--- src/bbd_pkg.sv ---
// ----------------------------------------------------------------------------
// bbd_pkg: shared constants for the block buffer directory
// Slot count, field widths, command and status codes and sequencer states.
// ----------------------------------------------------------------------------
package bbd_pkg;

    localparam int SLOT_COUNT       = 32;
    localparam int DISK_BLOCK_COUNT = 8192;

    localparam int SLOT_W = $clog2(SLOT_COUNT);
    localparam int BLK_W  = 14;
    localparam int TAG_W  = $clog2(DISK_BLOCK_COUNT);
    localparam int AGE_W  = 6;
    localparam int CMD_W  = 2;
    localparam int ST_W   = 2;

    localparam logic [AGE_W-1:0] AGE_MAX = {AGE_W{1'b1}};

    // Stream widths, padded to whole bytes.
    localparam int S_DATA_W = 16;
    localparam int M_DATA_W = 24;

    // Commands.
    localparam logic [CMD_W-1:0] CMD_ALLOC  = 2'd0;
    localparam logic [CMD_W-1:0] CMD_LOOKUP = 2'd1;
    localparam logic [CMD_W-1:0] CMD_DIRTY  = 2'd2;
    localparam logic [CMD_W-1:0] CMD_NONE   = 2'd3;

    // Result status.
    localparam logic [ST_W-1:0] ST_OK   = 2'd0;
    localparam logic [ST_W-1:0] ST_OOB  = 2'd1;
    localparam logic [ST_W-1:0] ST_MISS = 2'd2;

    // Sequencer states.
    localparam logic [1:0] S_IDLE = 2'd0;
    localparam logic [1:0] S_SCAN = 2'd1;
    localparam logic [1:0] S_DONE = 2'd2;

endpackage

--- src/block_buffer_directory.sv ---
// ----------------------------------------------------------------------------
// block_buffer_directory: directory of a fully associative disk block buffer
// Keeps used, dirty, tag and age per slot; allocates with age replacement,
// looks up and marks slots dirty, one slot examined per clock.
// ----------------------------------------------------------------------------
//
//  Channel | Direction | Beat contents (lowest bit first)
//  --------+-----------+---------------------------------------------------------
//  s_axis  | in        | command[1:0], block_number[15:2]
//  m_axis  | out       | status[1:0], slot_index[6:2], writeback_valid[7],
//          |           | writeback_block[20:8], zero pad[23:21]
//
//  An allocate, lookup or set-dirty beat is accepted, then a single age/tag
//  compare unit walks all 32 slots in turn, and a commit cycle writes the
//  chosen slot and loads the result register. An out-of-bound block number
//  skips the slot walk and leaves the directory untouched; command 3 is
//  dropped in the accept cycle and gives no result. Reset (aresetn low at a
//  clock edge) frees every slot and clears dirty flags and ages at once, with
//  no clearing pass. The result register lets the next beat be accepted while a
//  result waits; the commit cycle waits only if that register is still full.
//
module block_buffer_directory (
    input  logic                         aclk,
    input  logic                         aresetn,
    input  logic                         s_axis_tvalid,
    output logic                         s_axis_tready,
    // command[1:0], block_number[15:2]
    input  logic [bbd_pkg::S_DATA_W-1:0] s_axis_tdata,
    output logic                         m_axis_tvalid,
    input  logic                         m_axis_tready,
    // status[1:0], slot_index[6:2], writeback_valid[7], writeback_block[20:8]
    output logic [bbd_pkg::M_DATA_W-1:0] m_axis_tdata
);

    localparam int SW = bbd_pkg::SLOT_W;
    localparam int TW = bbd_pkg::TAG_W;
    localparam int AW = bbd_pkg::AGE_W;

    // Slot storage. Used, dirty and age are reset; tags only matter once used.
    logic [bbd_pkg::SLOT_COUNT-1:0] used_reg;
    logic [bbd_pkg::SLOT_COUNT-1:0] dirty_reg;
    logic [AW-1:0]                  age_reg [bbd_pkg::SLOT_COUNT];
    logic [TW-1:0]                  tag_mem [bbd_pkg::SLOT_COUNT];

    // Sequencer and request registers.
    logic [1:0]               state_reg, state_next;
    logic [SW-1:0]            idx_reg;
    logic [bbd_pkg::CMD_W-1:0] cmd_reg;
    logic [TW-1:0]            blk_reg;
    logic                     oob_reg;

    // Scan trackers: first free slot, oldest slot, first matching slot.
    logic          free_found_reg;
    logic [SW-1:0] free_idx_reg;
    logic [AW-1:0] best_age_reg;
    logic [SW-1:0] best_idx_reg;
    logic          best_dirty_reg;
    logic [TW-1:0] best_tag_reg;
    logic          match_found_reg;
    logic [SW-1:0] match_idx_reg;

    // Result register.
    logic                         m_valid_reg;
    logic [bbd_pkg::M_DATA_W-1:0] m_data_reg;

    logic [bbd_pkg::CMD_W-1:0] s_cmd;
    logic [bbd_pkg::BLK_W-1:0] s_blk;
    logic                      s_fire;
    logic                      s_oob;

    logic          cur_used;
    logic [AW-1:0] cur_age;
    logic [AW-1:0] aged;
    logic [TW-1:0] cur_tag;
    logic          last_slot;
    logic          commit;

    logic [SW-1:0]          res_idx;
    logic [bbd_pkg::ST_W-1:0] res_status;
    logic                   res_wb_valid;
    logic [TW-1:0]          res_wb_block;

    assign s_cmd  = s_axis_tdata[bbd_pkg::CMD_W-1:0];
    assign s_blk  = s_axis_tdata[bbd_pkg::CMD_W +: bbd_pkg::BLK_W];
    assign s_fire = s_axis_tvalid && s_axis_tready;
    assign s_oob  = s_blk >= bbd_pkg::BLK_W'(bbd_pkg::DISK_BLOCK_COUNT);

    assign s_axis_tready = (state_reg == bbd_pkg::S_IDLE);
    assign m_axis_tvalid = m_valid_reg;
    assign m_axis_tdata  = m_data_reg;

    // The shared slot unit: one slot's fields, its aged value and tag compare.
    assign cur_used  = used_reg[idx_reg];
    assign cur_age   = age_reg[idx_reg];
    assign cur_tag   = tag_mem[idx_reg];
    assign aged      = (cur_used && cur_age != bbd_pkg::AGE_MAX) ? cur_age + 1'b1 : cur_age;
    assign last_slot = (idx_reg == SW'(bbd_pkg::SLOT_COUNT - 1));

    // The commit cycle runs once the result register can take the result.
    assign commit = (state_reg == bbd_pkg::S_DONE) && (!m_valid_reg || m_axis_tready);

    // Result selection at commit. A free slot wins over eviction of the oldest.
    always_comb begin
        res_status   = bbd_pkg::ST_OK;
        res_idx      = '0;
        res_wb_valid = 1'b0;
        res_wb_block = '0;
        if (oob_reg) begin
            res_status = bbd_pkg::ST_OOB;
        end else if (cmd_reg == bbd_pkg::CMD_ALLOC) begin
            if (free_found_reg) begin
                res_idx = free_idx_reg;
            end else begin
                res_idx      = best_idx_reg;
                res_wb_valid = best_dirty_reg;
                res_wb_block = best_dirty_reg ? best_tag_reg : '0;
            end
        end else if (match_found_reg) begin
            res_idx = match_idx_reg;
        end else begin
            res_status = bbd_pkg::ST_MISS;
        end
    end

    always_comb begin
        state_next = state_reg;
        unique case (state_reg)
            bbd_pkg::S_IDLE: begin
                if (s_fire && s_cmd != bbd_pkg::CMD_NONE) begin
                    state_next = s_oob ? bbd_pkg::S_DONE : bbd_pkg::S_SCAN;
                end
            end
            bbd_pkg::S_SCAN: begin
                if (last_slot) begin
                    state_next = bbd_pkg::S_DONE;
                end
            end
            bbd_pkg::S_DONE: begin
                if (commit) begin
                    state_next = bbd_pkg::S_IDLE;
                end
            end
            default: begin
                state_next = bbd_pkg::S_IDLE;
            end
        endcase
    end

    // Control state, flags and ages.
    always_ff @(posedge aclk) begin
        if (!aresetn) begin
            state_reg   <= bbd_pkg::S_IDLE;
            m_valid_reg <= 1'b0;
            used_reg    <= '0;
            dirty_reg   <= '0;
            for (int i = 0; i < bbd_pkg::SLOT_COUNT; i++) begin
                age_reg[i] <= '0;
            end
        end else begin
            state_reg <= state_next;
            if (commit) begin
                m_valid_reg <= 1'b1;
            end else if (m_axis_tready) begin
                m_valid_reg <= 1'b0;
            end
            // Aging happens as the allocate scan passes each slot.
            if (state_reg == bbd_pkg::S_SCAN && cmd_reg == bbd_pkg::CMD_ALLOC) begin
                age_reg[idx_reg] <= aged;
            end
            if (commit && !oob_reg) begin
                if (cmd_reg == bbd_pkg::CMD_ALLOC) begin
                    used_reg[res_idx]  <= 1'b1;
                    dirty_reg[res_idx] <= 1'b0;
                    age_reg[res_idx]   <= '0;
                end else if (cmd_reg == bbd_pkg::CMD_DIRTY && match_found_reg) begin
                    dirty_reg[match_idx_reg] <= 1'b1;
                end
            end
        end
    end

    // Tag store: written only when a slot is allocated.
    always_ff @(posedge aclk) begin
        if (commit && !oob_reg && cmd_reg == bbd_pkg::CMD_ALLOC) begin
            tag_mem[res_idx] <= blk_reg;
        end
    end

    // Request capture, scan counter and trackers.
    always_ff @(posedge aclk) begin
        if (s_fire) begin
            cmd_reg         <= s_cmd;
            blk_reg         <= s_blk[TW-1:0];
            oob_reg         <= s_oob;
            idx_reg         <= '0;
            free_found_reg  <= 1'b0;
            match_found_reg <= 1'b0;
        end else if (state_reg == bbd_pkg::S_SCAN) begin
            idx_reg <= idx_reg + 1'b1;
            if (!cur_used && !free_found_reg) begin
                free_found_reg <= 1'b1;
                free_idx_reg   <= idx_reg;
            end
            // Strictly greater keeps the lowest index on a tie.
            if (idx_reg == '0 || aged > best_age_reg) begin
                best_age_reg   <= aged;
                best_idx_reg   <= idx_reg;
                best_dirty_reg <= dirty_reg[idx_reg];
                best_tag_reg   <= cur_tag;
            end
            if (cur_used && cur_tag == blk_reg && !match_found_reg) begin
                match_found_reg <= 1'b1;
                match_idx_reg   <= idx_reg;
            end
        end
    end

    always_ff @(posedge aclk) begin
        if (commit) begin
            m_data_reg <= {3'b000, res_wb_block, res_wb_valid, res_idx, res_status};
        end
    end

endmodule

--- config.mk ---
export PLATFORM = sky130hd
export DESIGN_NAME = block_buffer_directory
export DESIGN_NICKNAME = d
export VERILOG_FILES = /design/src/bbd_pkg.sv /design/src/block_buffer_directory.sv
export SDC_FILE = /design/constraint.sdc
export NUM_CORES = 1
export LEC_CHECK = 0
export ABC_CLOCK_PERIOD_IN_PS = 16000
export BUFFER_PORTS_ARGS = -buffer_cell sky130_fd_sc_hd__buf_2
export CORE_ASPECT_RATIO = 0.7
export CORE_UTILIZATION = 50
export CTS_CLUSTER_DIAMETER = 100
export DETAILED_ROUTE_END_ITERATION = 10
export PLACE_DENSITY_LB_ADDON = 0.25
export SLEW_MARGIN = 10
export SYNTH_ARGS = -nofsm -noshare
export SYNTH_HDL_FRONTEND = slang
export SYNTH_SLANG_ARGS = --single-unit
export TNS_END_PERCENT = 5
--- constraint.sdc ---
create_clock -name aclk -period 16 [get_ports aclk]
set_input_delay 3.2 -clock aclk [delete_from_list [all_inputs] [get_ports aclk]]
set_output_delay 3.2 -clock aclk [all_outputs]
set_load 0.05 [all_outputs]
# --- Yosys cells after proc, flatten, opt, wreduce, memory -nomap -nowiden ---
# Memory sizes are Yosys's and may differ from the RTL's. A register that Yosys moved wholly into a read port is not among the register bits.
# Cells that the tools add are included.
totals:
  reg_bits: 146
  ramBits: 608
  in_bits: 20
  word_cells: 131
  mem_count: 2
memory_table:
  columns: ["name", "words", "width", "rd", "rd_ports_with_merged_regs", "wr", "line", "rtl"]
  rows:
  - ["tag_mem", 32, 13, 1, 1, 1, "block_buffer_directory.sv:43", "logic [TW-1:0] tag_mem [bbd_pkg::SLOT_COUNT];"]
  - ["age_reg", 32, 6, 1, 1, 32, "block_buffer_directory.sv:42", "logic [AW-1:0] age_reg [bbd_pkg::SLOT_COUNT];"]
op_classes:
  add_sub_neg: 2
  order_cmp: 7
  eq_ne: 10
  n_mux: 44
  bitwise_logic: 7
  n_reduce_logical: 38
ops:
  columns: ["operator", "n"]
  rows:
  - ["$mux W32", 2]
  - ["$or A32 B32 Y32", 2]
  - ["$mux W5", 10]
  - ["$and A32 B32 Y32", 1]
  - ["$not A32 Y32", 1]
  - ["$mux W1", 19]
  - ["$lt A5 B6 Y1 const B", 3]
  - ["$mux W6", 3]
  - ["$ge A14 B14 Y1 const B", 1]
  - ["$eq A13 B13 Y1", 1]
  - ["$logic_and A1 B1 Y1", 13]
  - ["$reduce_and A3 Y1", 4]
  - ["$reduce_or A6 Y1", 2]
  - ["$bmux W1 S5", 2]
  - ["$demux W1 S5", 2]
  - ["$ge A5 B1 Y1 const B", 2]
  - ["$mux W2", 5]
  - ["$reduce_and A2 Y1", 4]
  - ["$add A6 B1 Y6 const B", 1]
  - ["$gt A6 B6 Y1", 1]
  - ["$ne A2 B2 Y1 const B", 3]
  - ["$ne A6 B6 Y1 const B", 1]
  - ["$pmux W2 S3", 1]
  - ["$add A5 B1 Y5 const B", 1]
  - ["13 further kinds", 23]

# --- Depth between registers and ports, before layout ---
# Gate-level depths: netlist (run 1).
logic_depth:
  ltp_word: 10
  depth_mapped: 25

# --- Least setup slack after synthesis (run 1) ---
# No wires, ideal clock.
synth_timing:
  kind: "register to register"
  startpoint: "register with a tool-made name"
  endpoint: "register best_age_reg[0], enable pin"
  setup_time_ns: 0.415
  arrival_ns: 5.309
  setup_slack_ns: 10.276
  path_stages_with_launch: 24
  period_less_slack_ns: 5.724
  path_cell_list: "dfxtp_1 > buf_2 > buf_6 > buf_6 > mux4_2 > mux4_2 > mux2_2 > ha_1 > nand2_2 > o21bai_1 > nor2_1 > or2_1 > buf_2 > buf_6 > inv_2 > ha_1 > nor2b_1 > o21a_1 > o21ai_0 > nand2b_1 > a21oi_1 > nor2b_1 > o22ai_1 > a21oi_1"
synth_rtl:
  columns: ["element", "line", "rtl"]
  rows:
  - ["end signal, assigned", "block_buffer_directory.sv:206", "best_age_reg <= aged;"]
  - ["end, declared", "block_buffer_directory.sv:55", "logic [AW-1:0] best_age_reg;"]

==> impl_table.tex, run 1 <==
\begin{tabular}{lr}
\hline
Metric & Value \\
\hline
\multicolumn{2}{l}{\textbf{Status}} \\
\quad Result of the run & finished clean \\
\multicolumn{2}{l}{\textbf{Flow run}} \\
\quad Max-capacitance violation count & 0 \\
\multicolumn{2}{l}{\textbf{Power}} \\
\quad Max rail drop VDD & 0.0902 mV \\
\quad Switching power total & 939 uW \\
\quad Proportion of total power due to net switching & between 20\% and 30\% \\
\quad Pwr Density & approximately 120 nW/um\^{}2 \\
\quad Combinational group share of total power & 6.3\% \\
\quad Power share of the clock group & between 40 and 50\% \\
\quad Pint & between 3 and 4 mW \\
\quad Power consumption & $\sim$4.2 mW \\
\quad Sequential cell fraction of total power & about 53\% \\
\quad Pleak & between 10 and 15 nW \\
\multicolumn{2}{l}{\textbf{Timing}} \\
\quad Final cycle utilization of the critical path & 45.1\% \\
\quad Max-slew violation total from the final report & 0 \\
\quad Setup TNS Final & 0 ns \\
\quad Setup violation total in the final timing report & 0 \\
\quad Transition at the pin with the smallest max-transition slack & between 1 and 1.5 ns \\
\quad Slew margin rel. & between 10\% and 20\% \\
\quad RSZ-0062 raised after global routing & no \\
\quad Clock period minus final worst setup slack & 7.22 ns \\
\quad Layout Skew & around 0.030 ns \\
\quad Final hold vios & 0 \\
\quad Maximum frequency from static timing analysis & roughly 140 MHz \\
\multicolumn{2}{l}{\textbf{Logic synthesis}} \\
\quad Predominant post-synthesis flop cell & edfxtp\_1 \\
\quad Sequential area share after synthesis & a little over two thirds \\
\quad Library cell with the largest summed area after synthesis & edfxtp\_1 \\
\quad Number of warning messages in the yosys log & 0 \\
\quad Area fraction in and, or, nand and nor cells after synthesis & under 10\% \\
\quad Mapped Area & 31300 sq um \\
\quad Number of enable flip-flop cells after synthesis & between 600 and 700 \\
\quad Top cells by area in the synthesized netlist & edfxtp\_1, mux4\_2, dfxtp\_1 \\
\quad Combinational family with the most area after synthesis & multiplexers \\
\quad Number of instances in the synthesized netlist & slightly below 2k \\
\quad Async SR Flop Fraction & 0\% \\
\quad Most common cell in the synthesized netlist & edfxtp\_1 \\
\quad Xor/xnor share of the synthesized area & less than 1\% \\
\quad Register bit count reported by yosys & roughly 760 \\
\quad Compound-Gate Fraction of Synth Area & 4.33\% \\
\quad Average size of a mapped cell & 16.2 sq um \\
\quad Top cell type's share of synthesized area & roughly 65\% \\
\quad Unique cell type count in the Yosys netlist & between 60 and 70 \\
\quad Post-synthesis mux area share & roughly 14\% \\
\quad Fraction of the mapped netlist area in adder cells & less than 1\% \\
\quad Synth top cells by count & edfxtp\_1, nor2\_1, mux4\_2, mux2i\_1, dfxtp\_1 \\
\multicolumn{2}{l}{\textbf{Drt}} \\
\quad Post-detailed-route DRC marker count & 0 \\
\quad Post-detailed-route wirelength per cell & roughly 28 um \\
\quad Detailed-router iteration count before antenna repair & 5 \\
\quad First DRT Iteration DRCs & $\sim$2.5k \\
\quad Post-Route WL & 80500 um \\
\quad Detailed-route vias per instance & about 6.3 \\
\quad Via count & between 15k and 20k \\
\quad Number of antenna-violating nets in the routed design & 0 \\
\multicolumn{2}{l}{\textbf{Clock network}} \\
\quad Worst skew pair latency & 0.63 ns \\
\quad Number of levels in the clock H-tree & 3 \\
\quad Quantity of hold-fixing buffers added after cts & 0 \\
\quad TritonCTS clock tree & built \\
\quad Clock tree sinks & 759 \\
\quad Root buffer selected by CTS & clkbuf\_16 \\
\quad Number of buffers added by the clock tree synthesis step & 73 \\
\quad Number of buffers between clock root and the deepest sink & 3 \\
\quad Post-cts repair resize count & 0 \\
\quad Post-CTS clock slew at the launch and capture registers of the worst setup and hold paths & about 0.060 ns \\
\quad Buffer count from post-CTS setup fixing & 0 \\
\multicolumn{2}{l}{\textbf{Setup path}} \\
\quad CP endpoint kind & flip-flop \\
\quad CP Class & flip-flop to flip-flop \\
\quad Highest-delay cell along the critical path & or2\_1 \\
\quad Maximum fanout along the worst path & 48 \\
\quad Largest stage delay on the critical path & 0.95 ns \\
\quad Terminus of the critical flop-to-flop path & best\_idx\_reg[4]\$\_DFFE\_PP\_ \\
\quad Critical path launch point type & flip-flop \\
\quad Worst path cell trace & buf\_4 > mux4\_2 > mux4\_2 > mux2\_2 > ha\_1 > nand2\_2 > o21bai\_1 > nor2\_1 > or2\_1 > inv\_2 > ha\_1 > nor2b\_1 > o21a\_1 > o21ai\_0 > nand2b\_1 > a21oi\_1 > nor2b\_1 > o22ai\_1 > a21oi\_4 \\
\quad R2r setup slk & just under 9 ns \\
\quad WP data arrival & 7.45 ns \\
\quad Path depth of the worst reg2reg path & 19 \\
\quad Worst path required time & roughly 16 ns \\
\multicolumn{2}{l}{\textbf{Global routing}} \\
\quad First-pass GRT wire length & 117000 um \\
\quad Total global routing track utilization & 25.8\% \\
\quad Initial antenna violation count & 1 \\
\quad Number of global-route vias before repair & $\sim$17k \\
\quad Maximum number of pins on one net before global-route repair & 103 \\
\quad Grt total ovfl & 0 \\
\multicolumn{2}{l}{\textbf{Die}} \\
\quad Placeable Area & about 60000 sq um \\
\quad Std-Cell Rows & 76 \\
\quad Vertical die dimension & between 200 and 250 um \\
\quad Die X & 301 um \\
\quad Die area & 63600 sq um \\
\quad Starting utilization of the core area & 50.7\% \\
\quad Top-Level Pins & 46 \\
\multicolumn{2}{l}{\textbf{Hold path}} \\
\quad Tightest Hold Check Type & flip-flop to flip-flop \\
\quad Hold Startpoint & used\_reg[13]\$\_SDFFE\_PN0P\_ \\
\quad Endpoint with the worst hold slack & used\_reg[13]\$\_SDFFE\_PN0P\_ \\
\quad Cell depth of the worst hold path & 1 \\
\multicolumn{2}{l}{\textbf{Finish}} \\
\quad Final-layout fill cell count & approximately 4.7k \\
\quad Final core utilization & $\sim$57\% \\
\quad Number of nets in the finished design & between 2k and 2.5k \\
\quad Post-layout instance count excluding filler cells & 2870 \\
\quad Diode count & 0 \\
\quad Number of flip-flops in the largest register & between 400 and 500 \\
\quad Share of final-layout standard cells stronger than drive strength 1 & about a fifth \\
\quad Area growth syn-to-layout & 11.5\% \\
\multicolumn{2}{l}{\textbf{Placement}} \\
\quad Final weighted congestion in routability-driven placement & approximately 0.91 \\
\quad Placed cell count & about 2.7k \\
\quad Port-buffer cells & 42 \\
\quad Detailed placer's ending HPWL & about 51000 um \\
\hline
\end{tabular}
-- layout by cell type, fill, tap and decap left out, drive strengths merged, types with 4 or more instances in the layout --
cell    count
edfxtp    680
nor2      257
mux4      136
mux2i     110
buf       105
clkbuf     90
dfxtp      79
nand2      70
a21oi      52
o21ai      40
nor3b      39
clkinv     36
o21a       33
mux2       29
inv        27
nand3      25
nor3       23
nand2b     21
and2       20
a22oi      18
nor2b      16
o22ai      14
a221o      12
ha         10
xor2       10
nand4       7
nor4        7
and3        7
o221ai      6
bufinv      5
or2         5
or3         4
nand3b      4
a21boi      4
and3b       4
or3b        4
-- power by group through the flow --
stage | clock network (mW) | registers, mW | logic (mW)
6_report | 1.69 | 2.23 | 0.266
5_1_grt | 1.79 | 2.23 | 0.283
4_1_cts | 1.71 | 2.23 | 0.265
3_5_place_dp | 0 | 2.27 | 0.264
3_3_place_gp | 0 | 2.27 | 0.258
2_1_floorplan | 0 | 2.26 | 0.194
-- worst max-delay path: cells and delay by family (launching register included) --
kind	cells	cell delay, ns
compound gates	6	1.35
fa+ha+maj	2	0.56
buf+inv	2	0.88
flops	1	0.76
mux	3	1.46
simple gates	6	1.77
-- cell type report --
type | instances | area (sq um) | share of cell area, %
multi-input cells | 1027 | 8710 | 25.0
clock inverters | 44 | 374 | 1.07
flip-flops and latches | 759 | 22000 | 63.1
inverters | 26 | 97.6 | 0.280
repair buffers | 105 | 683 | 1.96
well taps | 819 | 1020 | 2.94
clock buffers | 90 | 1950 | 5.61
-- metal layers --
metal	up-vias	GRT usage [%]	wire [um]	part of all wire [%]
li1	7600	-	-	-
met1	9178	39.1	34800	43
met2	1087	36.2	34600	43
met3	134	7.48	9180	11
met4	0	6.83	1880	2.3
met5	-	0.384	0	0
-- through the flow --
| stage | setup WS, ns | hold slack (ns) | area, sq um |
|---|---|---|---|
| 4_1_cts | 8.73 | 0.465 | 34900 |
| 6_report | 8.78 | 0.463 | 34900 |
| 2_1_floorplan | 10.28 | 0.435 | 31300 |
| 3_5_place_dp | 8.74 | 0.452 | 32500 |
| 3_3_place_gp | 8.86 | 0.442 | 32500 |
| 5_1_grt | 8.19 | 0.477 | 34900 |
-- how the worst max path moves through the flow --
stage,from,end
detailed placement,flip-flop,best_tag_reg[12]$_DFFE_PP_
global route,flip-flop,best_idx_reg[4]$_DFFE_PP_
global placement,flip-flop,best_tag_reg[3]$_DFFE_PP_
CTS,flip-flop,best_idx_reg[1]$_DFFE_PP_
finish,flip-flop,best_idx_reg[4]$_DFFE_PP_
floorplan,flip-flop,best_age_reg[0]$_DFFE_PP_
-- cells by family (layout without fill, tap and decap cells) --
kind of cell,count (synthesis),count (layout)
muxes,275,275
other,1,3
xor gates and xnor gates,12,12
DFF,759,759
adders and majority gates,10,10
buffers and inverters,142,265
and+or+nand+nor,521,521
AOI/OAI and AO/OA,206,206
No activity file was read; power rests on OpenSTA's default activity.
==> run 2, diff against run 1 <==
--- a/config.mk
+++ b/config.mk
@@ -5,7 +5,7 @@
 export SDC_FILE = /design/constraint.sdc
 export NUM_CORES = 1
 export LEC_CHECK = 0
-export ABC_CLOCK_PERIOD_IN_PS = 16000
+export ABC_CLOCK_PERIOD_IN_PS = 6650
 export BUFFER_PORTS_ARGS = -buffer_cell sky130_fd_sc_hd__buf_2
 export CORE_ASPECT_RATIO = 0.7
 export CORE_UTILIZATION = 50
==> constraint.sdc (replaced) <==
create_clock -name aclk -period 6.65 [get_ports aclk]
set_input_delay 1.33 -clock aclk [delete_from_list [all_inputs] [get_ports aclk]]
set_output_delay 1.33 -clock aclk [all_outputs]
set_load 0.05 [all_outputs]
==> run 2 against run 1 <==
Effect of this change:
- register-to-register slack got worse by 8.0 ns
- routed wire length rose by 1.5%
- die area unchanged
- clock power grew to 2.5 times the previous value
- worst hold slack better by 0.0032 ns
- total power up 140%
- non-clock buffer count up 5
- core utilization is 0.20 points higher
- cell count hardly changed
- clock skew grew 0.0020 ns
- critical path depth down 1
- sequential power increased by 140%
- critical endpoint unchanged
- largest cell class unchanged
==> impl_table.tex, run 2 (synthesized netlist as in run 1, its figures left out) <==
\begin{tabular}{lr}
\hline
Metric & Value \\
\hline
\multicolumn{2}{l}{\textbf{Placement}} \\
\quad Final weighted congestion in routability-driven placement & around 0.91 \\
\quad Detailed placer's ending HPWL & $\sim$50000 um \\
\quad Port-buffer cells & between 40 and 50 \\
\multicolumn{2}{l}{\textbf{Finish}} \\
\quad Share of final-layout standard cells stronger than drive strength 1 & between 20\% and 30\% \\
\quad Final-layout fill cell count & 4698 \\
\quad Diode count & 0 \\
\quad Most frequent standard cell in the layout excluding fill and tap cells & edfxtp\_1 \\
\quad Area growth syn-to-layout & 11.9\% \\
\quad Most used cells in the layout excluding fill and tap cells & edfxtp\_1, nor2\_1, mux4\_2 \\
\quad Number of nets in the finished design & a little over 2k \\
\quad Number of flip-flops in the largest register & 416 \\
\quad Final core utilization & between 50\% and 60\% \\
\multicolumn{2}{l}{\textbf{Setup path}} \\
\quad Largest stage delay on the critical path & between 0.8 and 0.9 ns \\
\quad R2r setup slk & around 0.8 ns \\
\quad CP endpoint kind & flip-flop \\
\quad Depth of the critical timing path with buffers and inverters included & 18 \\
\quad CP Class & flip-flop to flip-flop \\
\quad Path depth of the worst reg2reg path & 18 \\
\quad Worst path cell trace & mux4\_2 > mux4\_2 > mux2\_2 > ha\_1 > nand2\_2 > o21bai\_1 > nor2\_1 > or2\_1 > inv\_2 > ha\_1 > nor2b\_1 > o21a\_1 > o21ai\_0 > nand2b\_1 > a21oi\_1 > nor2b\_1 > o22ai\_1 > a21oi\_4 \\
\quad Critical path launch point type & flip-flop \\
\quad Critical path destination & best\_idx\_reg[4]\$\_DFFE\_PP\_ \\
\quad Maximum fanout along the worst path & 39 \\
\quad WP data arrival & a little over 6 ns \\
\quad Dominant delay contributor by cell family on the critical path & multiplexers \\
\quad Terminus of the critical flop-to-flop path & best\_idx\_reg[4]\$\_DFFE\_PP\_ \\
\quad Bufs and invs on worst path & 1 \\
\quad Highest-delay cell along the critical path & a21oi\_4 \\
\quad Worst path required time & just under 7 ns \\
\multicolumn{2}{l}{\textbf{Drt}} \\
\quad Post-Route WL & 81700 um \\
\quad Detailed-route vias per instance & $\sim$6.3 \\
\quad Detailed-router iteration count before antenna repair & 6 \\
\quad Post-detailed-route DRC marker count & 0 \\
\quad Via count & 18.1k \\
\quad Post-detailed-route wirelength per cell & about 28 um \\
\quad First DRT Iteration DRCs & $\sim$2.6k \\
\quad Number of antenna-violating nets in the routed design & 0 \\
\multicolumn{2}{l}{\textbf{Clock network}} \\
\quad Quantity of hold-fixing buffers added after cts & 0 \\
\quad Buffer count from post-CTS setup fixing & 0 \\
\quad Post-CTS clock slew at the launch and capture registers of the worst setup and hold paths & 0.07 ns \\
\quad Post-cts repair resize count & 0 \\
\quad Number of buffers between clock root and the deepest sink & 3 \\
\quad Clock tree sinks & between 700 and 800 \\
\quad Number of levels in the clock H-tree & 3 \\
\quad Root buffer selected by CTS & clkbuf\_16 \\
\quad TritonCTS clock tree & built \\
\quad Worst skew pair latency & between 0.6 and 0.7 ns \\
\quad Number of buffers added by the clock tree synthesis step & 73 \\
\multicolumn{2}{l}{\textbf{Flow run}} \\
\quad Max-capacitance violation count & 0 \\
\multicolumn{2}{l}{\textbf{Timing}} \\
\quad Layout Skew & $\sim$0.032 ns \\
\quad Setup violation total in the final timing report & 0 \\
\quad Transition at the pin with the smallest max-transition slack & between 1 and 1.5 ns \\
\quad Max-slew violation total from the final report & 0 \\
\quad Slew margin rel. & 16.4\% \\
\quad Final cycle utilization of the critical path & between 80\% and 90\% \\
\quad Setup TNS Final & 0 ns \\
\quad Maximum frequency from static timing analysis & approximately 170 MHz \\
\quad RSZ-0062 raised after global routing & no \\
\quad Clock period minus final worst setup slack & a little under 6 ns \\
\quad Final hold vios & 0 \\
\multicolumn{2}{l}{\textbf{Global routing}} \\
\quad Grt total ovfl & 0 \\
\quad Initial antenna violation count & 1 \\
\quad Number of global-route vias before repair & between 15k and 20k \\
\quad Total global routing track utilization & 26.0\% \\
\quad First-pass GRT wire length & around 120000 um \\
\quad Maximum number of pins on one net before global-route repair & between 50 and 60 \\
\multicolumn{2}{l}{\textbf{Die}} \\
\quad Vertical die dimension & 211 um \\
\quad Die area & about 64000 sq um \\
\quad Starting utilization of the core area & 50.7\% \\
\quad Die X & roughly 300 um \\
\quad Placeable Area & about 62000 sq um \\
\quad Top-Level Pins & 46 \\
\quad Std-Cell Rows & between 70 and 80 \\
\multicolumn{2}{l}{\textbf{Power}} \\
\quad Power consumption & $\sim$10 mW \\
\quad Pwr Density & approximately 290 nW/um\^{}2 \\
\quad Pleak & between 10 and 15 nW \\
\quad Max rail drop VDD & approximately 0.19 mV \\
\multicolumn{2}{l}{\textbf{Hold path}} \\
\quad Tightest Hold Check Type & flip-flop to flip-flop \\
\multicolumn{2}{l}{\textbf{Status}} \\
\quad Result of the run & finished clean \\
\hline
\end{tabular}
-- run 2: cell types whose count changed in the layout (fill, tap and decap cells not counted), sizes merged --
cell and delta:
inv +1, clkinv -12, bufinv +3, clkbuf +5, buf +5
-- run 2: where the power goes --
part           internal, mW  switching, mW  total, mW
Combinational         0.247          0.398      0.645
Sequential             5.28         0.0830       5.36
Clock                  2.43           1.79       4.23
Total                  7.96           2.27       10.2
-- run 2: through the flow --
| stage | setup WS (ns) | hold WS, ns | area [sq um] | instances |
|---|---|---|---|---|
| after global placement | 1.08 | 0.446 | 32600 | 2741 |
| final | 0.802 | 0.466 | 35000 | 2872 |
| after CTS | 0.850 | 0.466 | 35000 | 2872 |
| after floorplan | 0.926 | 0.435 | 31300 | 1928 |
| after global routing | 0.456 | 0.482 | 35000 | 2872 |
| after detailed placement | 0.870 | 0.450 | 32600 | 2741 |
-- run 2: worst register-to-register path: stages, from the launching register on --
cell and delay, ns:
dfxtp_4 0.85, mux4_2 0.65, mux4_2 0.53, mux2_2 0.34, ha_1 0.23, nand2_2 0.10, o21bai_1 0.14, nor2_1 0.50
or2_1 0.22, inv_2 0.04, ha_1 0.28, nor2b_1 0.15, o21a_1 0.12, o21ai_0 0.07, nand2b_1 0.07, a21oi_1 0.06
nor2b_1 0.11, o22ai_1 0.12, a21oi_4 0.86
-- run 2: worst min path at each step --
stage | from | to | slack (ns) | cells past startpoint
finish | used_reg[22]$_SDFFE_PN0P_ | used_reg[22]$_SDFFE_PN0P_ | 0.47 | 1
global placement | used_reg[21]$_SDFFE_PN0P_ | used_reg[21]$_SDFFE_PN0P_ | 0.45 | 1
detailed placement | used_reg[19]$_SDFFE_PN0P_ | used_reg[19]$_SDFFE_PN0P_ | 0.45 | 1
global route | used_reg[25]$_SDFFE_PN0P_ | used_reg[25]$_SDFFE_PN0P_ | 0.48 | 1
floorplan | used_reg[14]$_SDFFE_PN0P_ | used_reg[14]$_SDFFE_PN0P_ | 0.44 | 1
CTS | used_reg[22]$_SDFFE_PN0P_ | used_reg[22]$_SDFFE_PN0P_ | 0.47 | 1
-- run 2: final cells by class --
| class | count | area, sq um | share of cell area (%) |
|---|---|---|---|
| flip-flops and latches | 759 | 22000 | 62.9 |
| multi-input cells | 1027 | 8730 | 25.0 |
| clock buffers | 95 | 1990 | 5.69 |
| well taps | 819 | 1020 | 2.93 |
| repair buffers | 110 | 721 | 2.06 |
| clock inverters | 36 | 404 | 1.16 |
| inverters | 26 | 97.6 | 0.279 |
-- run 2: routing by layer --
layer	wire length [um]	share of wire, %	track usage, %
met1	34500	42	39.3
met2	35400	43	36.8
met3	9940	12	7.98
met4	1790	2.2	6.28
met5	0	0	0
